## config.mk

```make
export PLATFORM = sky130hd
export DESIGN_NAME = hbev_divider
export DESIGN_NICKNAME = d
export VERILOG_FILES = /design/src/hbev_pkg.sv /design/src/hbev_divider.sv
export SDC_FILE = /design/constraint.sdc
export NUM_CORES = 2
export LEC_CHECK = 0
export BUFFER_PORTS_ARGS = -buffer_cell sky130_fd_sc_hd__buf_2
export CAP_MARGIN = 20
export CELL_PAD_IN_SITES_DETAIL_PLACEMENT = 1
export CELL_PAD_IN_SITES_GLOBAL_PLACEMENT = 1
export CORE_ASPECT_RATIO = 0.8
export CORE_MARGIN = 1
export CORE_UTILIZATION = 40
export DETAILED_ROUTE_END_ITERATION = 10
export GPL_ROUTABILITY_DRIVEN = 0
export PLACE_DENSITY_LB_ADDON = 0.1
export SYNTH_ARGS = -nofsm -noshare
export SYNTH_HDL_FRONTEND = slang
export SYNTH_SLANG_ARGS = --single-unit
export TNS_END_PERCENT = 1
```

## constraint.sdc

```tcl
create_clock -name clk -period 4.28 [get_ports clk]
set_input_delay 0.642 -clock clk [delete_from_list [all_inputs] [get_ports clk]]
set_output_delay 0.642 -clock clk [all_outputs]
set_load 0.03 [all_outputs]
```

## src/hbev_pkg.sv

```systemverilog
`timescale 1ns / 1ps
// ----------------------------------------------------------------------------
// hbev_pkg
// Shared constants and types of the bird's-eye-view homography remap block.
// ----------------------------------------------------------------------------
package hbev_pkg;

  // Frame store and BEV grid sizes
  localparam int SRC_ROWS_MAX = 512;
  localparam int SRC_COLS_MAX = 2048;
  localparam int BEV_ROWS     = 1024;
  localparam int BEV_COLS     = 512;

  localparam int ROW_AW   = $clog2(SRC_ROWS_MAX);
  localparam int COL_AW   = $clog2(SRC_COLS_MAX);
  localparam int ADDR_W   = ROW_AW + COL_AW;
  localparam int FRAME_SZ = SRC_ROWS_MAX * SRC_COLS_MAX;

  // Quotient width: large enough to exceed the biggest source size
  localparam int QMAX = (SRC_ROWS_MAX > SRC_COLS_MAX) ? SRC_ROWS_MAX : SRC_COLS_MAX;
  localparam int QB   = $clog2(QMAX + 1);

  // Datapath widths
  localparam int POS_W  = 11;
  localparam int PIX_W  = 8;
  localparam int COEF_W = 32;
  localparam int PROD_W = COEF_W + POS_W + 1;
  localparam int SUM_W  = PROD_W + 2;

  // Register indexes on the configuration port
  localparam int CFG_AW = 3;
  typedef enum logic [CFG_AW-1:0] {
    REG_H00_H01 = 3'd0,
    REG_H02_H10 = 3'd1,
    REG_H11_H12 = 3'd2,
    REG_H20_H21 = 3'd3,
    REG_H22     = 3'd4,
    REG_SRC_ROWS = 3'd5,
    REG_SRC_COLS = 3'd6
  } cfg_reg_t;

  // Item actions
  localparam logic ACT_LOAD = 1'b0;
  localparam logic ACT_MAP  = 1'b1;

  // Item information that travels beside the arithmetic
  typedef struct packed {
    logic             act;
    logic             ok;
    logic [POS_W-1:0] row;
    logic [POS_W-1:0] col;
    logic [PIX_W-1:0] pix;
  } side_t;

  // One result word in the output queue
  typedef struct packed {
    logic             in_view;
    logic [PIX_W-1:0] pix;
  } res_t;

endpackage

```

## src/hbev_divider.sv

```systemverilog
`timescale 1ns / 1ps
// ----------------------------------------------------------------------------
// hbev_divider
// Pipelined restoring divider of two magnitudes, one quotient bit per stage.
// The dividend must be below divisor * 2^QB; the quotient is registered in
// the last of the QB stages.
// ----------------------------------------------------------------------------
module hbev_divider (
  input  logic                            clk,
  input  logic [hbev_pkg::SUM_W-1:0]      dividend,
  input  logic [hbev_pkg::SUM_W-1:0]      divisor,
  output logic [hbev_pkg::QB-1:0]         quotient
);

  localparam int RW = hbev_pkg::SUM_W;
  localparam int QB = hbev_pkg::QB;

  genvar i;
  generate
    for (i = 0; i < QB; i++) begin : g_stage
      logic [RW-1:0]    rem_in;
      logic [RW-1:0]    dv_in;
      logic [QB-1:0]    q_in;
      logic [RW+QB-1:0] shifted;
      logic             take;
      logic [RW-1:0]    rem_r;
      logic [RW-1:0]    dv_r;
      logic [QB-1:0]    q_r;

      if (i == 0) begin : g_first
        assign rem_in = dividend;
        assign dv_in  = divisor;
        assign q_in   = '0;
      end else begin : g_next
        assign rem_in = g_stage[i-1].rem_r;
        assign dv_in  = g_stage[i-1].dv_r;
        assign q_in   = g_stage[i-1].q_r;
      end

      // Trial subtract of the divisor at this bit weight
      assign shifted = {{QB{1'b0}}, dv_in} << (QB - 1 - i);
      assign take    = ({{QB{1'b0}}, rem_in} >= shifted);

      always_ff @(posedge clk) begin
        rem_r <= take ? (rem_in - shifted[RW-1:0]) : rem_in;
        dv_r  <= dv_in;
        q_r   <= {q_in[QB-2:0], take};
      end
    end
  endgenerate

  assign quotient = g_stage[QB-1].q_r;

endmodule

```

Word-level counts from Yosys, hierarchy flattened
Index checks and enable logic that the tools add are counted.
Widths: inputs -> output; s select.
- flip-flop bits (word level): 1090
- bits of input ports: 93
- output and inout bits: 12
- word-level logic and storage cells: 68
- $add $sub $neg: 11
- $lt $le $gt $ge: 12
- muxes and demuxes: 11
- operators with widths (cell ; count):
    $mux 46 ; 11
    $sub 46x46->46 ; 11
    $ge 46x57->1 ; 1
    $ge 46x56->1 ; 1
    $ge 46x55->1 ; 1
    $ge 46x54->1 ; 1
    $ge 46x53->1 ; 1
    $ge 46x52->1 ; 1
    $ge 46x51->1 ; 1
    $ge 46x50->1 ; 1
    $ge 46x49->1 ; 1
    $ge 46x48->1 ; 1
    $ge 46x47->1 ; 1
    $ge 46x46->1 ; 1

Longest topological paths before layout
- word-level depth: 2
- mapped depth: 16
- gate-level depth less buffers: 14

Worst setup path before layout
Ideal clock, no wire load.
- path kind: input to register
- from: in dividend[11] (netlist bit)
- to: reg g_stage[0].rem_r[18]
- data arrival time: 3.746 ns
- required time: 4.159 ns
- setup slack: 0.413 ns
- stages on the path: 14
- path buffers: 1
- cells stage by stage: inv_1 -> ha_1 -> fa_1 -> nand2b_1 -> a211o_1 -> a21o_1 -> a311oi_2 -> o21bai_2 -> a31o_1 -> o2111ai_2 -> o211ai_2 -> a21oi_4 -> buf_12 -> mux2_4
- cells in the longest elaborated chain, start to end: 2
- elaborated cells on any way between the ends: 3
- RTL lines (element ; RTL line ; text):
    from (decl) ; hbev_divider.sv:10 ; input logic [hbev_pkg::SUM_W-1:0] dividend,
    $sub 46x46->46 or $ge 46x57->1 (tied branches) ; hbev_divider.sv:45, hbev_divider.sv:42 ;
    $mux 46 (*) ; hbev_divider.sv:45 ; rem_r <= take ? (rem_in - shifted[RW-1:0]) : rem_in;
    to (signal assigned) ; hbev_divider.sv:45 ;
    to (decl) ; hbev_divider.sv:26 ; logic [RW-1:0] rem_r;
Every way passes the cells marked *; elsewhere a longest branch is shown, timed or not.

Final worst setup path
- from: reg g_stage[9].rem_r[1]
- to: reg g_stage[10].rem_r[5]
- cells in the longest elaborated chain, start to end: 2
- elaborated cells on any way between the ends: 3
- RTL lines (element ; RTL line):
    from (decl) ; hbev_divider.sv:26
    from (signal assigned) ; hbev_divider.sv:45
    $sub 46x46->46 or $ge 46x47->1 (tied branches) ; hbev_divider.sv:45, hbev_divider.sv:42
    $mux 46 (*) ; hbev_divider.sv:45
    to (signal assigned) ; hbev_divider.sv:45
    to (decl) ; hbev_divider.sv:26
Marked as above.

==> results.md <==
- Yosys warnings: 0
- Synth top area share: 40.93%
- IO buf count: 104
- Met1 Routed Length: 66260 µm
- Initial DRC Count: 1825
- Core area: 131900 µm²
- Area delta synth->final: 13.37%
- Die Area: 134800 µm²
- Top Family by Delay on Critical Path: compound AO/OA/AOI/OAI gates
- Post-synthesis sequential area ratio: 40.93%
- Routed wire length: 139700 µm
- CTS tree: built
- Main synth FF type: dfxtp_1
- Yosys reg bits: 1090
- Layout Nets: 6560
- Count of flip-flops with a built-in enable after synthesis: 0
- Minimum clock period: 4.028 ns
- Final Skew: 0.03141 ns
- TNS Setup: 0 ns
- Clock transition at path regs: 0.06 ns
- Worst-path fanout max: 46
- Synth Net Count: 6361
- Endpoints failing setup: 0
- Hold slack: 0.06561 ns
- Worst Reg-to-Reg Cells: 14
- DR WL/cell: 17.87 µm
- Worst path arrival time: 4.64 ns
- Crit end category: register
- Max VDD drop: 0.0003349 V
- Post-CTS setup buffers: 0
- FFs w/ async S/R, synth: 0%
- Syn Area/Cell: 9.238 µm²
- Detailed-route vias per instance: 5.127
- Residual DRC count: 0
- TritonRoute pass-1 iters: 6
- RSZ-0062 raised after global routing: no
- Fillers: 15090
- Sink Count: 1090
- Min-delay worst type: primary input to register
- Rows: 119
- Count leader, synth: dfxtp_1
- Period Utilization, post-route: 94.12%
- CP Data Required Time: 4.89 ns
- CP startpoint kind: register
- Pin count of the biggest net entering global routing: 82
- First-pass GRT wire length: 224800 µm
- # IOs: 105
- Initial core utilization: 40.41%
- Number of diodes: 0
- Hold Vio Cnt, Final: 0
- Top cells by count, synth: 1090 x dfxtp_1, 609 x inv_1, 486 x ha_1, 439 x a21oi_1, 435 x nand2_1
- Bufs and invs on worst path: 2
- Cells on Worst Hold Path: 1
- Initial antenna violation count: 1
- PD cells: 450.9 nW/µm²
- Chip height: 328.5 µm
- Kind of critical path: register to register
- H-tree Lvls: 3
- Met3 WL: 3243 µm
- Critical R2R Launch: g_stage[10].rem_in[1]
- Vias post-DR: 40070
- Status: finished clean
- Final Max Tran Viols: 0
- CTS buffer count: 113
- Max-cap violations: 0
- Top Layer Used: met4
- Mapped cell area: 53310 µm²
- Max-slew headroom: 42.66%
- Share of cells above drive strength 1: 10.82%
- Met2 wire length: 63930 µm
- Synth unique cells: 100
- R2r endpoint: g_stage[10].rem_r[5]
- Largest area contributor in the netlist: dfxtp_1
- R2r setup slk: 0.25 ns
- Clock tree buffer depth: 3
- Cell Chain, Critical Path: inv_1 -> ha_1 -> fa_1 -> nand2b_1 -> a21oi_1 -> o21ai_0 -> a311oi_2 -> nor2_1 -> o211ai_2 -> a31oi_1 -> o21a_1 -> o32ai_4 -> buf_12 -> mux2_2
- Total GRT Usage: 20.65%
- Slew @ Worst Pin: 0.8522 ns
- Finished Layout Cells: 7816
- Hpwl dp: 112600 µm
- Worst-Skew Late Latency: 0.73 ns
- Fmax: 0.2482 GHz
- Final antenna-violating net count: 0
- Critical path's largest stage delay: 0.41 ns
- Slowest-stage cell, CP: fa_1
- Vias in the first global route: 42180
- Hold worst-path end: g_stage[0].dv_r[21]
- Placed cells: 7563
- Worst Hold Launch: divisor[21]
- Syn Inst Count: 5771
- Die W: 410.2 µm
- Gr ovfl total: 0
- CTS root buf: clkbuf_16
- Synth top area cells: dfxtp_1 41%, ha_1 11%, inv_1 4.3%
- Leak Pwr: 28.41 nW
-- final cells by class --
type                    instances  area, µm²  share of cell area (%)
multi-input cells            3927      28540                   47.22
flip-flops and latches       1090      21820                   36.11
clock buffers                 156       3261                   5.395
inverters                     610       2290                   3.789
well taps                    1754       2195                   3.631
repair buffers                228       1704                   2.820
clock inverters                51      625.6                   1.035
-- worst max path at each step --
stage / from / end / slack [ns] / depth (start not counted)
5_1_grt: g_stage[2].dv_r[0] / g_stage[3].rem_r[9] / 0.05 / 15
4_1_cts: g_stage[2].rem_r[8] / g_stage[3].rem_r[9] / 0.12 / 16
3_5_place_dp: dividend[11] / g_stage[0].rem_r[14] / 0.02 / 16
3_3_place_gp: divisor[5] / g_stage[0].rem_r[38] / 0.06 / 12
2_1_floorplan: dividend[11] / g_stage[0].rem_r[18] / 0.41 / 14
6_report: g_stage[10].rem_in[1] / g_stage[10].rem_r[5] / 0.25 / 14
-- flip-flops by register name, summed over array words and instances, names as in the netlist --
name / cells
g_stage.dv_r: 460
g_stage.rem_r: 460
g_stage.q_r: 56
g_stage.dv_in: 46
g_stage.rem_in: 46
quotient: 12
g_stage.q_in: 10
-- power by group --
part,internal (W),switching [W]
combinational,0.00257,0.00326
sequential,0.0109,0.000462
clock,0.00598,0.00410
total,0.0194,0.00782
-- worst register-to-register path, cell delays in order (launching register included) --
cell,delay (ns)
dfxtp_1,0.31
inv_1,0.05
ha_1,0.23
fa_1,0.41
nand2b_1,0.18
a21oi_1,0.26
o21ai_0,0.26
a311oi_2,0.41
nor2_1,0.16
o211ai_2,0.26
a31oi_1,0.16
o21a_1,0.18
o32ai_4,0.31
buf_12,0.30
mux2_2,0.44
-- placed cells by master (no fill, tap or decap), types with 18 or more instances in the layout --
cell type and instances:
xnor2_1 222, nand4_1 78, nand3_1 90, nor2b_1 49, clkbuf_8 25, nor4_1 37
xor2_1 154, a31oi_1 59, o31ai_1 40, buf_4 67, ha_1 486, nor3_1 79
dfxtp_1 1090, nand2b_1 58, and3_1 44, and2_1 22, buf_2 104, clkbuf_16 114
o211ai_1 28, o21bai_1 60, mux2i_1 18, o21ai_0 385, a21o_1 274, dlygate4sd3_1 46
nor2_1 241, a21oi_1 439, o21a_1 54, inv_1 609, mux2_2 196, nand2_1 435
mux2_4 26, clkinv_2 21, a211oi_1 37
-- cells by family (layout without fill, tap and decap cells) --
group,Yosys count,after routing,share of synthesized area (%)
AOI/OAI and AO/OA,1584,1584,19.04
and+or+nand+nor,1215,1215,10.89
DFF,1090,1090,40.93
buffers and inverters,754,1045,5.614
adders and majority gates,497,497,11.82
xor gates and xnor gates,376,376,6.177
muxes,255,255,5.527
-- metal layers --
layer  up-vias  global-route usage (%)
li1      20560                       -
met1     18740                   26.28
met2       497                   35.09
met3       267                   2.597
met4         0                   8.834
met5         -                       0
-- metrics by stage --
| step | utilization, % | total power [W] | cell area [µm²] | worst slack, ns |
|---|---|---|---|---|
| floorplan | - | 0.01573 | 53310 | 0.4126 |
| global placement | 42.51 | 0.01721 | 56080 | 0.06091 |
| detailed placement | 42.51 | 0.01733 | 56080 | 0.02470 |
| CTS | 45.81 | 0.02762 | 60430 | 0.1222 |
| global route | 45.81 | 0.02876 | 60440 | 0.04655 |
| finish | 45.81 | 0.02725 | 60440 | 0.2517 |
-- what timing repair did --
item | 4_1_cts | 5_1_grt
hold buffers | 46 | 0
setup endpoints to repair | 0 | 14
hold endpoints to repair | 46 | 0
resized for setup | 0 | 2
No activity file was read; power rests on OpenSTA's default activity.
