### config.mk
export PLATFORM = sky130hd
export DESIGN_NAME = hbev_out_fifo
export DESIGN_NICKNAME = d
export VERILOG_FILES = /design/src/hbev_pkg.sv /design/src/hbev_out_fifo.sv
export SDC_FILE = /design/constraint.sdc
export NUM_CORES = 1
export LEC_CHECK = 0
export ABC_AREA = 1
export BUFFER_PORTS_ARGS = -buffer_cell sky130_fd_sc_hd__buf_2
export CAP_MARGIN = 20
export CORE_ASPECT_RATIO = 1.4
export CORE_MARGIN = 2
export CORE_UTILIZATION = 58
export DETAILED_ROUTE_END_ITERATION = 6
export PLACE_DENSITY = 0.74
export SLEW_MARGIN = 20
export SYNTH_ARGS = -nofsm -noshare
export SYNTH_HDL_FRONTEND = slang
export SYNTH_SLANG_ARGS = --single-unit
### constraint.sdc
create_clock -name clk -period 3.9 [get_ports clk]
set_input_delay 0.195 -clock clk [delete_from_list [all_inputs] [get_ports clk]]
set_output_delay 0.195 -clock clk [all_outputs]
set_load 0.01 [all_outputs]
### src/hbev_pkg.sv
`timescale 1ns / 1ps
// ----------------------------------------------------------------------------
// hbev_pkg
// Shared constants and types of the bird's-eye-view homography remap block.
// ----------------------------------------------------------------------------
package hbev_pkg;

  // Frame store and BEV grid sizes
  localparam int SRC_ROWS_MAX = 512;
  localparam int SRC_COLS_MAX = 2048;
  localparam int BEV_ROWS     = 1024;
  localparam int BEV_COLS     = 512;

  localparam int ROW_AW   = $clog2(SRC_ROWS_MAX);
  localparam int COL_AW   = $clog2(SRC_COLS_MAX);
  localparam int ADDR_W   = ROW_AW + COL_AW;
  localparam int FRAME_SZ = SRC_ROWS_MAX * SRC_COLS_MAX;

  // Quotient width: large enough to exceed the biggest source size
  localparam int QMAX = (SRC_ROWS_MAX > SRC_COLS_MAX) ? SRC_ROWS_MAX : SRC_COLS_MAX;
  localparam int QB   = $clog2(QMAX + 1);

  // Datapath widths
  localparam int POS_W  = 11;
  localparam int PIX_W  = 8;
  localparam int COEF_W = 32;
  localparam int PROD_W = COEF_W + POS_W + 1;
  localparam int SUM_W  = PROD_W + 2;

  // Register indexes on the configuration port
  localparam int CFG_AW = 3;
  typedef enum logic [CFG_AW-1:0] {
    REG_H00_H01 = 3'd0,
    REG_H02_H10 = 3'd1,
    REG_H11_H12 = 3'd2,
    REG_H20_H21 = 3'd3,
    REG_H22     = 3'd4,
    REG_SRC_ROWS = 3'd5,
    REG_SRC_COLS = 3'd6
  } cfg_reg_t;

  // Item actions
  localparam logic ACT_LOAD = 1'b0;
  localparam logic ACT_MAP  = 1'b1;

  // Item information that travels beside the arithmetic
  typedef struct packed {
    logic             act;
    logic             ok;
    logic [POS_W-1:0] row;
    logic [POS_W-1:0] col;
    logic [PIX_W-1:0] pix;
  } side_t;

  // One result word in the output queue
  typedef struct packed {
    logic             in_view;
    logic [PIX_W-1:0] pix;
  } res_t;

endpackage

### src/hbev_out_fifo.sv
`timescale 1ns / 1ps
// ----------------------------------------------------------------------------
// hbev_out_fifo
// Result queue between the remap pipeline and the output channel. The
// pipeline never stalls; the top level reserves a slot per accepted item.
// ----------------------------------------------------------------------------
module hbev_out_fifo (
  input  logic                 clk,
  input  logic                 rst_n,
  input  logic                 push,
  input  hbev_pkg::res_t       push_data,
  input  logic                 pop,
  output logic                 not_empty,
  output hbev_pkg::res_t       head
);

  localparam int DEPTH = 32;
  localparam int PW    = $clog2(DEPTH);

  hbev_pkg::res_t  mem_r [DEPTH];
  logic [PW-1:0]   wr_ptr_r, wr_ptr_nxt;
  logic [PW-1:0]   rd_ptr_r, rd_ptr_nxt;
  logic [PW:0]     cnt_r, cnt_nxt;

  // Pointer and fill count update
  always_comb begin
    wr_ptr_nxt = push ? wr_ptr_r + 1'b1 : wr_ptr_r;
    rd_ptr_nxt = pop ? rd_ptr_r + 1'b1 : rd_ptr_r;
    cnt_nxt    = cnt_r + {{PW{1'b0}}, push} - {{PW{1'b0}}, pop};
  end

  always_ff @(posedge clk) begin
    if (!rst_n) begin
      wr_ptr_r <= '0;
      rd_ptr_r <= '0;
      cnt_r    <= '0;
    end else begin
      wr_ptr_r <= wr_ptr_nxt;
      rd_ptr_r <= rd_ptr_nxt;
      cnt_r    <= cnt_nxt;
    end
  end

  // Storage
  always_ff @(posedge clk) begin
    if (push) begin
      mem_r[wr_ptr_r] <= push_data;
    end
  end

  assign not_empty = (cnt_r != '0);
  assign head      = mem_r[rd_ptr_r];

endmodule
[Word level (Yosys, flattened, before mapping)]
Memory sizes are Yosys's and may differ from the RTL's. A register that Yosys moved wholly into a read port is not among the register bits.
Cells that the tools add are included.
Word-level totals
  register bits after elaboration: 16
  RAM bits: 288
  input bits: 13
  output and inout port bits: 10
  logic and storage cells: 13
  memories: 1
Memories
  mem_r: depth 32, width 9, rd ports 1, clocked after memory_dff 1, wr ports 1, RTL line hbev_out_fifo.sv:20  | hbev_pkg::res_t mem_r [DEPTH];
Operators by class
  $add $sub $neg: 4
  multiplexer cells: 4
  reduce and logical (&&, ||, !) cells: 1
Operators with widths (number)
  5-bit by 1-bit adder with 5-bit output (second input constant): 2
  5-bit 2-to-1 mux: 2
  6-bit by 1-bit adder with 6-bit output: 1
  6-bit nonzero test: 1
  6-bit by 1-bit subtractor with 6-bit output: 1
  1-bit 2-to-1 mux: 2

[Depth between registers and ports, before layout]
Gate-level depths: netlist of run 1.
  depth in word-level cells: 3
  depth in mapped cells: 12
  gate-level depth less buffers: 10

[Least setup slack after synthesis of run 1]
No wires, ideal clock.
  path kind: register -> register
  start point: register cnt_r[0]
  end point: register cnt_r[4]
  library setup time: 0.070 ns
  arrival time: 1.738 ns
  required time: 3.830 ns
  slack: 2.093 ns
  cell stages (with the launch flop): 10
  cells stage by stage: dfxtp_1 > inv_1 > ha_1 > inv_1 > ha_1 > inv_1 > fa_1 > o31ai_1 > o21ai_0 > a21oi_1
Between the ends
  cells in the longest elaborated chain, start to end: 2
Ends and longest elaborated chain
  start: declaration: RTL line hbev_out_fifo.sv:23  | logic [PW:0] cnt_r, cnt_nxt;
  start signal: assignment: RTL line hbev_out_fifo.sv:40  | cnt_r <= cnt_nxt;
  6-bit by 1-bit adder with 6-bit output: RTL line hbev_out_fifo.sv:29  | cnt_nxt = cnt_r + {{PW{1'b0}}, push} - {{PW{1'b0}}, pop};
  6-bit by 1-bit subtractor with 6-bit output: RTL line hbev_out_fifo.sv:29
No other way between the ends.
A chain may end at the register's enable or synchronous reset.

==> results of run 1 <==
synth_stat cells, drive strengths merged:
library cell,instances,share of area (%)
nand2,423,12
edfxtp,288,68
nand3,222,8.7
buf,52,2.2
nor2,47,1.4
inv,26,0.79
dfxtp,21,3.3
ha,13,1.3
a21oi,12,0.47
clkbuf,8,0.24
o21ai,6,0.24
clkinv,3,0.089
nand4,3,0.15
a31oi,2,0.098
nor3,2,0.079
a21o,1,0.059
fa,1,0.16
nor4,1,0.049
o31ai,1,0.059
xnor2,1,0.069
flip-flops by register name, summed over array words and instances, names as in the netlist, named ones only:
register	flops
cnt_r	6
rd_ptr_r	5
wr_ptr_r	5
mem_r	288
power groups by stage:
stage | clock network (mW) | registers, mW | logic [mW]
2_1_floorplan | 0 | 3.75 | 0.452
3_5_place_dp | 0 | 3.76 | 0.646
4_1_cts | 2.79 | 3.69 | 0.649
3_3_place_gp | 0 | 3.76 | 0.625
6_report | 2.77 | 3.69 | 0.649
5_1_grt | 2.92 | 3.70 | 0.734
worst max-delay path by stage:
stage | cells past startpoint | startpoint | to
floorplan | 9 | cnt_r[0] | cnt_r[4]
global placement | 11 | flip-flop | head[2]
detailed placement | 11 | flip-flop | head[2]
CTS | 11 | flip-flop | head[2]
global route | 11 | flip-flop | head[2]
finish | 11 | flip-flop | head[2]
worst max-delay path, cell delays in order, from the launching register on:
cell     delay [ns]
dfxtp_4        0.48
inv_4          0.61
buf_12         0.37
nand2_1        0.10
nand3_1        0.09
nand3_1        0.10
nand2_1        0.11
nand2_1        0.06
nand2_1        0.07
nand2_1        0.06
nand2_1        0.14
buf_2          0.15
final cells by class:
cell class / instances / area (µm²) / share of cell area [%]
multi-input combinational: 735 / 3220 / 23.1
clock buffer: 38 / 790 / 5.67
clock inverter: 13 / 143 / 1.03
inverter: 29 / 111 / 0.800
tap: 297 / 372 / 2.67
sequential: 309 / 9070 / 65.2
timing repair buffer: 31 / 205 / 1.47
kinds of logic after synthesis:
| family | synth area share [%] |
|---|---|
| simple gates | 22.9 |
| flops | 71.3 |
| buf+inv | 3.35 |
| compound gates | 0.925 |
| fa+ha+maj | 1.44 |
| xor+xnor | 0.0689 |
layer usage:
layer | track usage [%] | routed length, µm | vias to the layer above
met4 | 12.0 | 1220 | 0
li1 | - | - | 3910
met5 | 0 | 0 | -
met3 | 2.92 | 2070 | 65
met2 | 45.1 | 15000 | 382
met1 | 31.3 | 10600 | 4017
placed cells by master, fill, tap and decap left out, types with 2 or more instances in the layout:
cell type and n:
bufinv_16 3, clkbuf_8 3, nand4_1 3, nand3_1 222
o21ai_0 6, buf_4 6, ha_1 13, nor3_1 2
edfxtp_1 288, clkbuf_1 6, clkbuf_16 29, nor2_1 47
nand2_1 423, dfxtp_1 19, clkinv_2 5, a21oi_1 12
buf_2 22, a31oi_1 2, buf_12 2, inv_1 24
clkinv_1 6
through the flow:
step                std cells  setup slack (ns)  instance area [µm²]  power (mW)  utilization [%]
floorplan                1133              2.09                12700        4.20                -
global placement         1400              1.36                13000        4.39             59.8
detailed placement       1400              1.31                13000        4.41             59.8
CTS                      1452             0.727                13900        7.13             64.1
global route             1452             0.516                13900        7.35             64.1
finish                   1452             0.713                13900        7.11             64.1
==> flow_metrics.tcl, run 1 <==
set metrics [dict create \
    worstHoldPathType "primary input to flip-flop" \
    p_seq_share_pct 51.9 \
    cts_resized 0 \
    syn-cell-area_um2 12700 \
    cts_tree "yes" \
    dieArea_um2 23100 \
    routedWlPerCell_um 19.9 \
    numCtsBuffers 29 \
    layout-drive-gt1-share_pct 6.58 \
    route.detailed.drc 0 \
    worst-endpoint-arrival_ns 2.99 \
    drt_iter0_markers 948 \
    wl_um 28800 \
    core_area_um2 21700 \
    htreeDepth 1 \
    start_util_pct 58.6 \
    grt_max_degree 74 \
    slew_headroom_pct 28.2 \
    synth-seq-cells 309 \
    syn_area_per_cell_um2 11.2 \
    grt_pass1_vias 8068 \
    die_w_um 129 \
    fill_cells 1611 \
    die_y_um 179 \
    io_buffers 22 \
    ff2ff_path_depth 5 \
    leakagePower_nw 5.15 \
    ys_types 25 \
    crit_path_end_kind "output port" \
    vias 8374 \
    gp_congestion 0.828 \
    antenna_cells 0 \
    p_per_area_nw_per_um2 511 \
    cp_max_fo 73 \
    min_path_cells 3 \
    intPower_mw 5.48 \
    ys_seq_area_share_pct 71.3 \
    ios 23 \
    cts-hold-fix-buffers 1 \
    r2r_setup_slack_ns 1.59 \
    ys_warn_count 0 \
    cts_setup_buffers 0 \
    ant_nets 0 \
    cp-start-kind "flip-flop" \
    area_delta_synth_final_pct 9.44 \
    finalHoldWorstSlack_ns 0.0298 \
    hold_viol 0 \
    setup_violations 0 \
    fin_nets 1162 \
    hold_end "rd_ptr_r[0]" \
    tightest_slew_ns 1.07 \
    min-delay-start "pop" \
    std_cell_rows 64 \
    irDropWorstVdd_v 0.000493 \
    maxCapViolations 0 \
    clock_path_buffers 3 \
    fmax_mhz 314 \
    clkTransAtPathRegs_ns 0.06 \
    grt_pass1_wl_um 44000 \
    antenna_found_initial 0 \
    p_sw_mw 1.63 \
    dp_hpwl_um 16700 \
    worstSkewPairLatency_ns 0.54 \
    rsz0062_at_grt "no" \
    clkSinkCount 309 \
    switching_share_pct 22.9 \
    status "complete, no violations" \
    grt_overflow 0 \
    reg2reg_to "mem_r[31][2]" \
    synthCells 1133 \
    crit_required_ns 3.70 \
    r2r_start "wr_ptr_r[0]" \
    skew_ns 0.0119 \
    dr.pass1.iters 5 \
    synth_nets 1160 \
    setup_tns_ns 0 \
    post-route-period-util_pct 81.7 \
    grt_usage_pct 25.5 \
    critPathKind "flip-flop to output port" \
    clock_tree.root_cell "clkbuf_16" \
    p_comb_share_pct 9.1 \
    timing.final.max_slew_violations 0 \
    fin_crit_ns 3.19 \
    pwr-share-clk_pct 38.9 \
    via_per_inst 5.77 \
]
(Power assumes the default switching activity.)
==> inputs of run 2 (changes only) <==
--- a/config.mk
+++ b/config.mk
@@ -5,14 +5,14 @@
 export SDC_FILE = /design/constraint.sdc
 export NUM_CORES = 1
 export LEC_CHECK = 0
-export ABC_AREA = 1
+export ABC_AREA = 0
 export BUFFER_PORTS_ARGS = -buffer_cell sky130_fd_sc_hd__buf_2
 export CAP_MARGIN = 20
 export CORE_ASPECT_RATIO = 1.4
 export CORE_MARGIN = 2
 export CORE_UTILIZATION = 58
 export DETAILED_ROUTE_END_ITERATION = 6
-export PLACE_DENSITY = 0.74
+export PLACE_DENSITY = 0.75
 export SLEW_MARGIN = 20
 export SYNTH_ARGS = -nofsm -noshare
 export SYNTH_HDL_FRONTEND = slang
==> constraint.sdc (replaced) <==
create_clock -name clk -period 3 [get_ports clk]
set_input_delay 0.15 -clock clk [delete_from_list [all_inputs] [get_ports clk]]
set_output_delay 0.15 -clock clk [all_outputs]
set_load 0.01 [all_outputs]
==> run 2 against run 1 <==
Against the previous run:
- setup slack got worse by 0.49 ns
- largest power group unchanged
- non-clock buffer count is 10 higher
- clock-buffer cell count is 2 higher
- power is 26% higher
- global-route usage is 2.4 points lower
- register-to-register slack got worse by 0.70 ns
==> flow_metrics.tcl, run 2 <==
set metrics [dict create \
    finalHoldWorstSlack_ns 0.144 \
    seq_area_um2 9070 \
    synthSimpleGateAreaFrac_pct 4.32 \
    critPathKind "flip-flop to output port" \
    setup_tns_ns 0 \
    switching_share_pct 22.1 \
    dp.cells 924 \
    biggestRegsByFlops "mem_r (288), cnt_r (6)" \
    multiInputGateArea_um2 2830 \
    die_y_um 175 \
    maxCapViolations 0 \
    rsz0062_at_grt "no" \
    cpMaxStageDelayCell "nor2_2" \
    synth_edf_count 288 \
    synth_top_area_share_pct 71.4 \
    numCtsBuffers 28 \
    clkTransAtPathRegs_ns 0.06 \
    htreeDepth 1 \
    hold_viol 0 \
    worstSkewPairLatency_ns 0.54 \
    dieArea_um2 22100 \
    synth_mux_area_share_pct 12.8 \
    fmax_mhz 360 \
    fin_crit_ns 2.78 \
    ios 23 \
    power_mw 8.93 \
    r2r_setup_slack_ns 0.89 \
    r2r_start "wr_ptr_r[3]" \
    ys_seq_area_share_pct 74.9 \
    syn-cell-area_um2 12100 \
    cts_resized 0 \
    p_per_area_nw_per_um2 664 \
    min_path_cells 1 \
    final_common_cell "edfxtp_1" \
    via_per_inst 6.27 \
    gp_congestion 0.841 \
    synthXorXnorAreaFrac_pct 0.651 \
    grt_max_degree 41 \
    grt_overflow 0 \
    grt_usage_pct 23.2 \
    skew_ns 0.00933 \
    intPower_mw 6.95 \
    fill_cells 1374 \
    synthTopCellsByCount "288 x edfxtp_1, 74 x mux2i_1, 49 x nor2_1" \
    die_w_um 126 \
    synth_top_family_by_area "multiplexers" \
    ys_warn_count 0 \
    synthAdderAreaFrac_pct 1.51 \
    crit_end "head[4]" \
    crit_cells 6 \
    p_seq_share_pct 53.9 \
    final_util_pct 65.7 \
    synth_top_cell_by_area "edfxtp_1" \
    std_cell_rows 62 \
    fin_nets 728 \
    grt_pass1_wl_um 38400 \
    synth_ff_type "edfxtp_1" \
    core_area_um2 20500 \
    stdcell_count 978 \
    ys_types 40 \
    worstPathBufferInverterCount 2 \
    worstHoldPathType "primary input to flip-flop" \
    routedWlPerCell_um 25.9 \
    antenna_cells 0 \
    cp_cell_sequence "buf_12 > nor2_2 > a22oi_1 > nand3_1 > nand3_1 > buf_2" \
    area_delta_synth_final_pct 11.1 \
    setup_violations 0 \
    synth-seq-cells 309 \
    cp-start-kind "flip-flop" \
    regMostFlops "mem_r" \
    dr.pass1.iters 5 \
    path_common_cell "nand3_1" \
    clkSinkCount 309 \
    drt_iter0_markers 779 \
    crit_required_ns 2.85 \
    io_buffers 22 \
    synthCells 662 \
    critical-path-top-delay-family "simple AND/OR/NAND/NOR gates" \
    ff2ff_path_depth 2 \
    p_sw_mw 1.98 \
    grt_pass1_vias 6365 \
    irDropWorstVdd_v 0.000542 \
    start_util_pct 59.1 \
    synthArstFlopShare_pct 0 \
    route.detailed.drc 0 \
    synth_compound_area_share_pct 4.09 \
    wl_um 25400 \
    syn_area_per_cell_um2 18.3 \
    yosysMostFrequentCell "edfxtp_1" \
    cp_max_fo 40 \
    ant_nets 0 \
    synth_nets 689 \
    layout-drive-gt1-share_pct 16.6 \
    tightest_slew_ns 0.970 \
    pwr-share-clk_pct 38.1 \
    p_comb_share_pct 8.0 \
    worst-endpoint-arrival_ns 2.63 \
    final_cell_mix "288 x edfxtp_1, 74 x mux2i_1, 49 x nor2_1" \
    leakagePower_nw 4.21 \
    timing.final.max_slew_violations 0 \
    antenna_found_initial 0 \
    reg2reg_to "mem_r[10][7]" \
    slew_headroom_pct 35.1 \
    dp_hpwl_um 15800 \
    status "complete, no violations" \
    clock_path_buffers 3 \
    crit_path_end_kind "output port" \
    largest_reg_flops 288 \
    cp_slowest_stage_delay_ns 0.78 \
    post-route-period-util_pct 92.5 \
    clock_tree.root_cell "clkbuf_16" \
    synthTopCellsByArea "edfxtp_1 71%, mux4_2 6.7%, mux2i_1 6.1%" \
    vias 6135 \
    cts_tree "yes" \
]
## run 2: changes by cell type in the layout (fill, tap and decap cells not counted), sizes merged, moves of 10 or more
cell / delta
a21oi: -10
a22oi: +36
inv: -14
mux2i: +74
mux4: +36
nand2: -414
nand3: -193
## run 2: worst register-to-register path, cell delays in order, from the launching register on
cell and delay, ns:
dfxtp_1 0.55, or3b_2 0.55, nor2_1 0.64
## run 2: what timing repair did
item,CTS,global route
hold buffers,3,0
setup buffers,0,0
endpoints found under the hold margin,5,0
setup endpoints to repair,0,0
## run 2: metrics by stage
stage                     setup WS, ns  instance area [µm²]
after floorplan                   1.17                12100
final                            0.224                13500
after detailed placement         0.785                12500
after global routing            0.0789                13500
after global placement           0.847                12500
after CTS                        0.192                13500
## run 2: worst min-delay path by stage
stage | from | endpoint | slack (ns)
6_report | push_data[7] | mem_r[17][7] | 0.14
3_3_place_gp | rst_n | wr_ptr_r[4] | 0.45
4_1_cts | push_data[7] | mem_r[1][7] | 0.16
3_5_place_dp | rst_n | wr_ptr_r[4] | 0.47
2_1_floorplan | push_data[0] | mem_r[0][0] | 0.25
5_1_grt | push_data[7] | mem_r[1][7] | 0.18
## run 2: cell type report
class,instances,area share (%)
Inverter,13,0.363
Clock inverter,11,0.456
Tap cell,256,2.38
Timing Repair Buffer,41,2.21
Multi-Input combinational cell,308,21.0
Sequential cell,309,67.5
Clock buffer,40,6.08
## run 2: per-layer routing
layer / part of all wire, % / GRT usage (%) / vias to the layer above / wire length [µm]
met4: 3.0 / 7.55 / 0 / 766
met2: 50 / 39.2 / 236 / 12800
met5: 0 / 0 / - / 0
met3: 6.3 / 3.40 / 46 / 1590
met1: 40 / 31.4 / 3132 / 10200
li1: - / - / 2721 / -
## run 2: power by group through the flow
stage | Sequential, mW | Combinational [mW] | Clock [mW]
after floorplan | 4.89 | 0.469 | 0
after global placement | 4.90 | 0.656 | 0
after detailed placement | 4.90 | 0.714 | 0
after CTS | 4.81 | 0.720 | 3.43
after global routing | 4.81 | 0.796 | 3.61
final | 4.81 | 0.716 | 3.40
## run 2: logic make-up after synthesis
family | after synthesis
DFF | 309
AOI/OAI and AO/OA | 64
buffers and inverters | 45
muxes | 110
adders and majority gates | 14
xor gates and xnor gates | 9
and+or+nand+nor | 111
==> inputs of run 3 (changes only) <==
--- a/config.mk
+++ b/config.mk
@@ -10,9 +10,9 @@
 export CAP_MARGIN = 20
 export CORE_ASPECT_RATIO = 1.4
 export CORE_MARGIN = 2
-export CORE_UTILIZATION = 58
+export CORE_UTILIZATION = 55
 export DETAILED_ROUTE_END_ITERATION = 6
-export PLACE_DENSITY = 0.75
+export PLACE_DENSITY = 0.71
 export SLEW_MARGIN = 20
 export SYNTH_ARGS = -nofsm -noshare
 export SYNTH_HDL_FRONTEND = slang
==> run 3 against run 2 <==
Against the previous run:
- first-iteration DRC count decreased by 25%
- cell area increased by 1.4%
- critical path type unchanged
- clock-buffer cell count decreased by 3
- register-to-register slack improved by 0.06 ns
- setup slack got worse by 0.030 ns
- largest power group unchanged
==> flow_metrics.tcl, run 3 (same netlist as run 2, synthesis figures left out) <==
set metrics [dict create \
    status "complete, no violations" \
    grt_pass1_vias 6410 \
    wl_met1_um 10200 \
    skew_ns 0.0179 \
    fill_cells 1523 \
    vias 6223 \
    route.detailed.drc 0 \
    leakagePower_nw 4.30 \
    setup_violations 0 \
    grt_overflow 0 \
    r2r_setup_slack_ns 0.95 \
    regMostFlops "mem_r" \
    grt_usage_pct 22.5 \
    post-route-period-util_pct 93.5 \
    wl_met3_um 1320 \
    tightest_slew_ns 1.02 \
    via_per_inst 6.02 \
    rsz0062_at_grt "no" \
    fin_nets 743 \
    cp_cell_sequence "buf_12 > mux4_2 > a22o_1 > a221oi_1 > nand3_1 > buf_2" \
    std_cell_rows 64 \
    worst-endpoint-arrival_ns 2.66 \
    biggestRegsByFlops "mem_r (288), cnt_r (6)" \
    fin_crit_ns 2.81 \
    core_area_um2 21700 \
    die_y_um 180 \
    irDropWorstVdd_v 0.000461 \
    start_util_pct 55.8 \
    crit_required_ns 2.85 \
    final_cell_mix "288 x edfxtp_1, 74 x mux2i_1, 49 x nor2_1" \
    antenna_found_initial 0 \
    drt_iter0_markers 586 \
    dr.pass1.iters 5 \
    timing.final.max_slew_violations 0 \
    critPathKind "flip-flop to output port" \
    cp-start-kind "flip-flop" \
    io_buffers 22 \
    clkSinkCount 309 \
    min_path_cells 3 \
    ff2ff_path_depth 3 \
    ant_nets 0 \
    critical-path-top-delay-family "compound AO/OA/AOI/OAI gates" \
    cts_tree "yes" \
    layout-drive-gt1-share_pct 18.9 \
    wl_um 25700 \
    worstHoldPathType "primary input to flip-flop" \
    grt_max_degree 47 \
    ios 23 \
    crit_cells 6 \
    fin_ws_ns 0.194 \
    clock_tree.root_cell "clkbuf_16" \
    place_ws_ns 0.459 \
    numCtsBuffers 27 \
    final_common_cell "edfxtp_1" \
    dr.max_layer_used "met4" \
    htreeDepth 1 \
    crit_path_end_kind "output port" \
    clock_path_buffers 3 \
    antenna_cells 0 \
    largest_reg_flops 288 \
    route.met2.wl_um 13300 \
    cpMaxStageDelayCell "mux4_2" \
    clkTransAtPathRegs_ns 0.07 \
    power_mw 8.97 \
    p_per_area_nw_per_um2 658 \
    die_w_um 129 \
    area_delta_synth_final_pct 12.6 \
    cp_slowest_stage_delay_ns 0.51 \
    slew_headroom_pct 31.7 \
    grt_pass1_wl_um 38500 \
    routedWlPerCell_um 24.9 \
    fmax_mhz 356 \
    worstPathBufferInverterCount 2 \
    dieArea_um2 23200 \
    cp_max_fo 26 \
    dp_hpwl_um 16400 \
    gp_congestion 0.829 \
    hold_viol 0 \
    maxCapViolations 0 \
    worstSkewPairLatency_ns 0.54 \
    setup_tns_ns 0 \
]
## run 3: cell types whose count changed in the layout (fill, tap and decap cells not counted)
cell           change
dlygate4sd3_1      -1
clkbuf_8           -1
clkinv_1           -1
dfxtp_2            -1
bufinv_16          +1
dfxtp_4            +1
buf_4             +17
clkbuf_1           -2
clkinv_8           -1
inv_6              +2
clkinvlp_4         +1
## run 3: metrics by stage
step	utilization [%]	hold WS, ns	instance area, µm²	std cells
CTS	62.5	0.0267	13600	1026
detailed placement	58.3	0.456	12600	974
global placement	58.3	0.446	12600	974
finish	62.8	0.0307	13600	1034
floorplan	-	0.249	12100	662
global route	62.8	0.0789	13600	1034
## run 3: repair_timing
item,4_1_cts,5_1_grt
buffers inserted,0,8
hold buffers,2,0
endpoints found under the hold margin,3,0
gates resized for setup,1,0
endpoints found under the setup margin,9,6
## run 3: metal layers
layer  GRT usage, %  vias up
met4           8.13        0
met2           38.4      208
met1           29.8     3207
met5              0        -
met3           2.77       59
li1               -     2749
## run 3: layout make-up
| type | instances | area [µm²] | area share (%) |
|---|---|---|---|
| flip-flops and latches | 309 | 9080 | 66.6 |
| multi-input cells | 308 | 2830 | 20.8 |
| clock buffers | 37 | 797 | 5.84 |
| repair buffers | 57 | 415 | 3.05 |
| well taps | 297 | 372 | 2.73 |
| clock inverters | 13 | 96.3 | 0.706 |
| inverters | 13 | 48.8 | 0.358 |
## run 3: worst min-delay path: stages
cell	delay, ns
buf_2	0.15
xnor2_1	0.11
nor2_1	0.10
## run 3: final timing paths
| check | startpoint | endpoint |
|---|---|---|
| setup / recovery | flip-flop | head[7] |
| setup reg to reg | wr_ptr_r[0] | mem_r[21][5] |
| hold reg to reg | rd_ptr_r[4] | rd_ptr_r[4] |
| hold / removal | pop | flip-flop |
## run 3: report_power, final
group	switching, mW	leakage (nW)	internal (mW)
Clock	1.48	0.441	1.95
Combinational	0.422	1.09	0.296
Sequential	0.0405	2.77	4.77
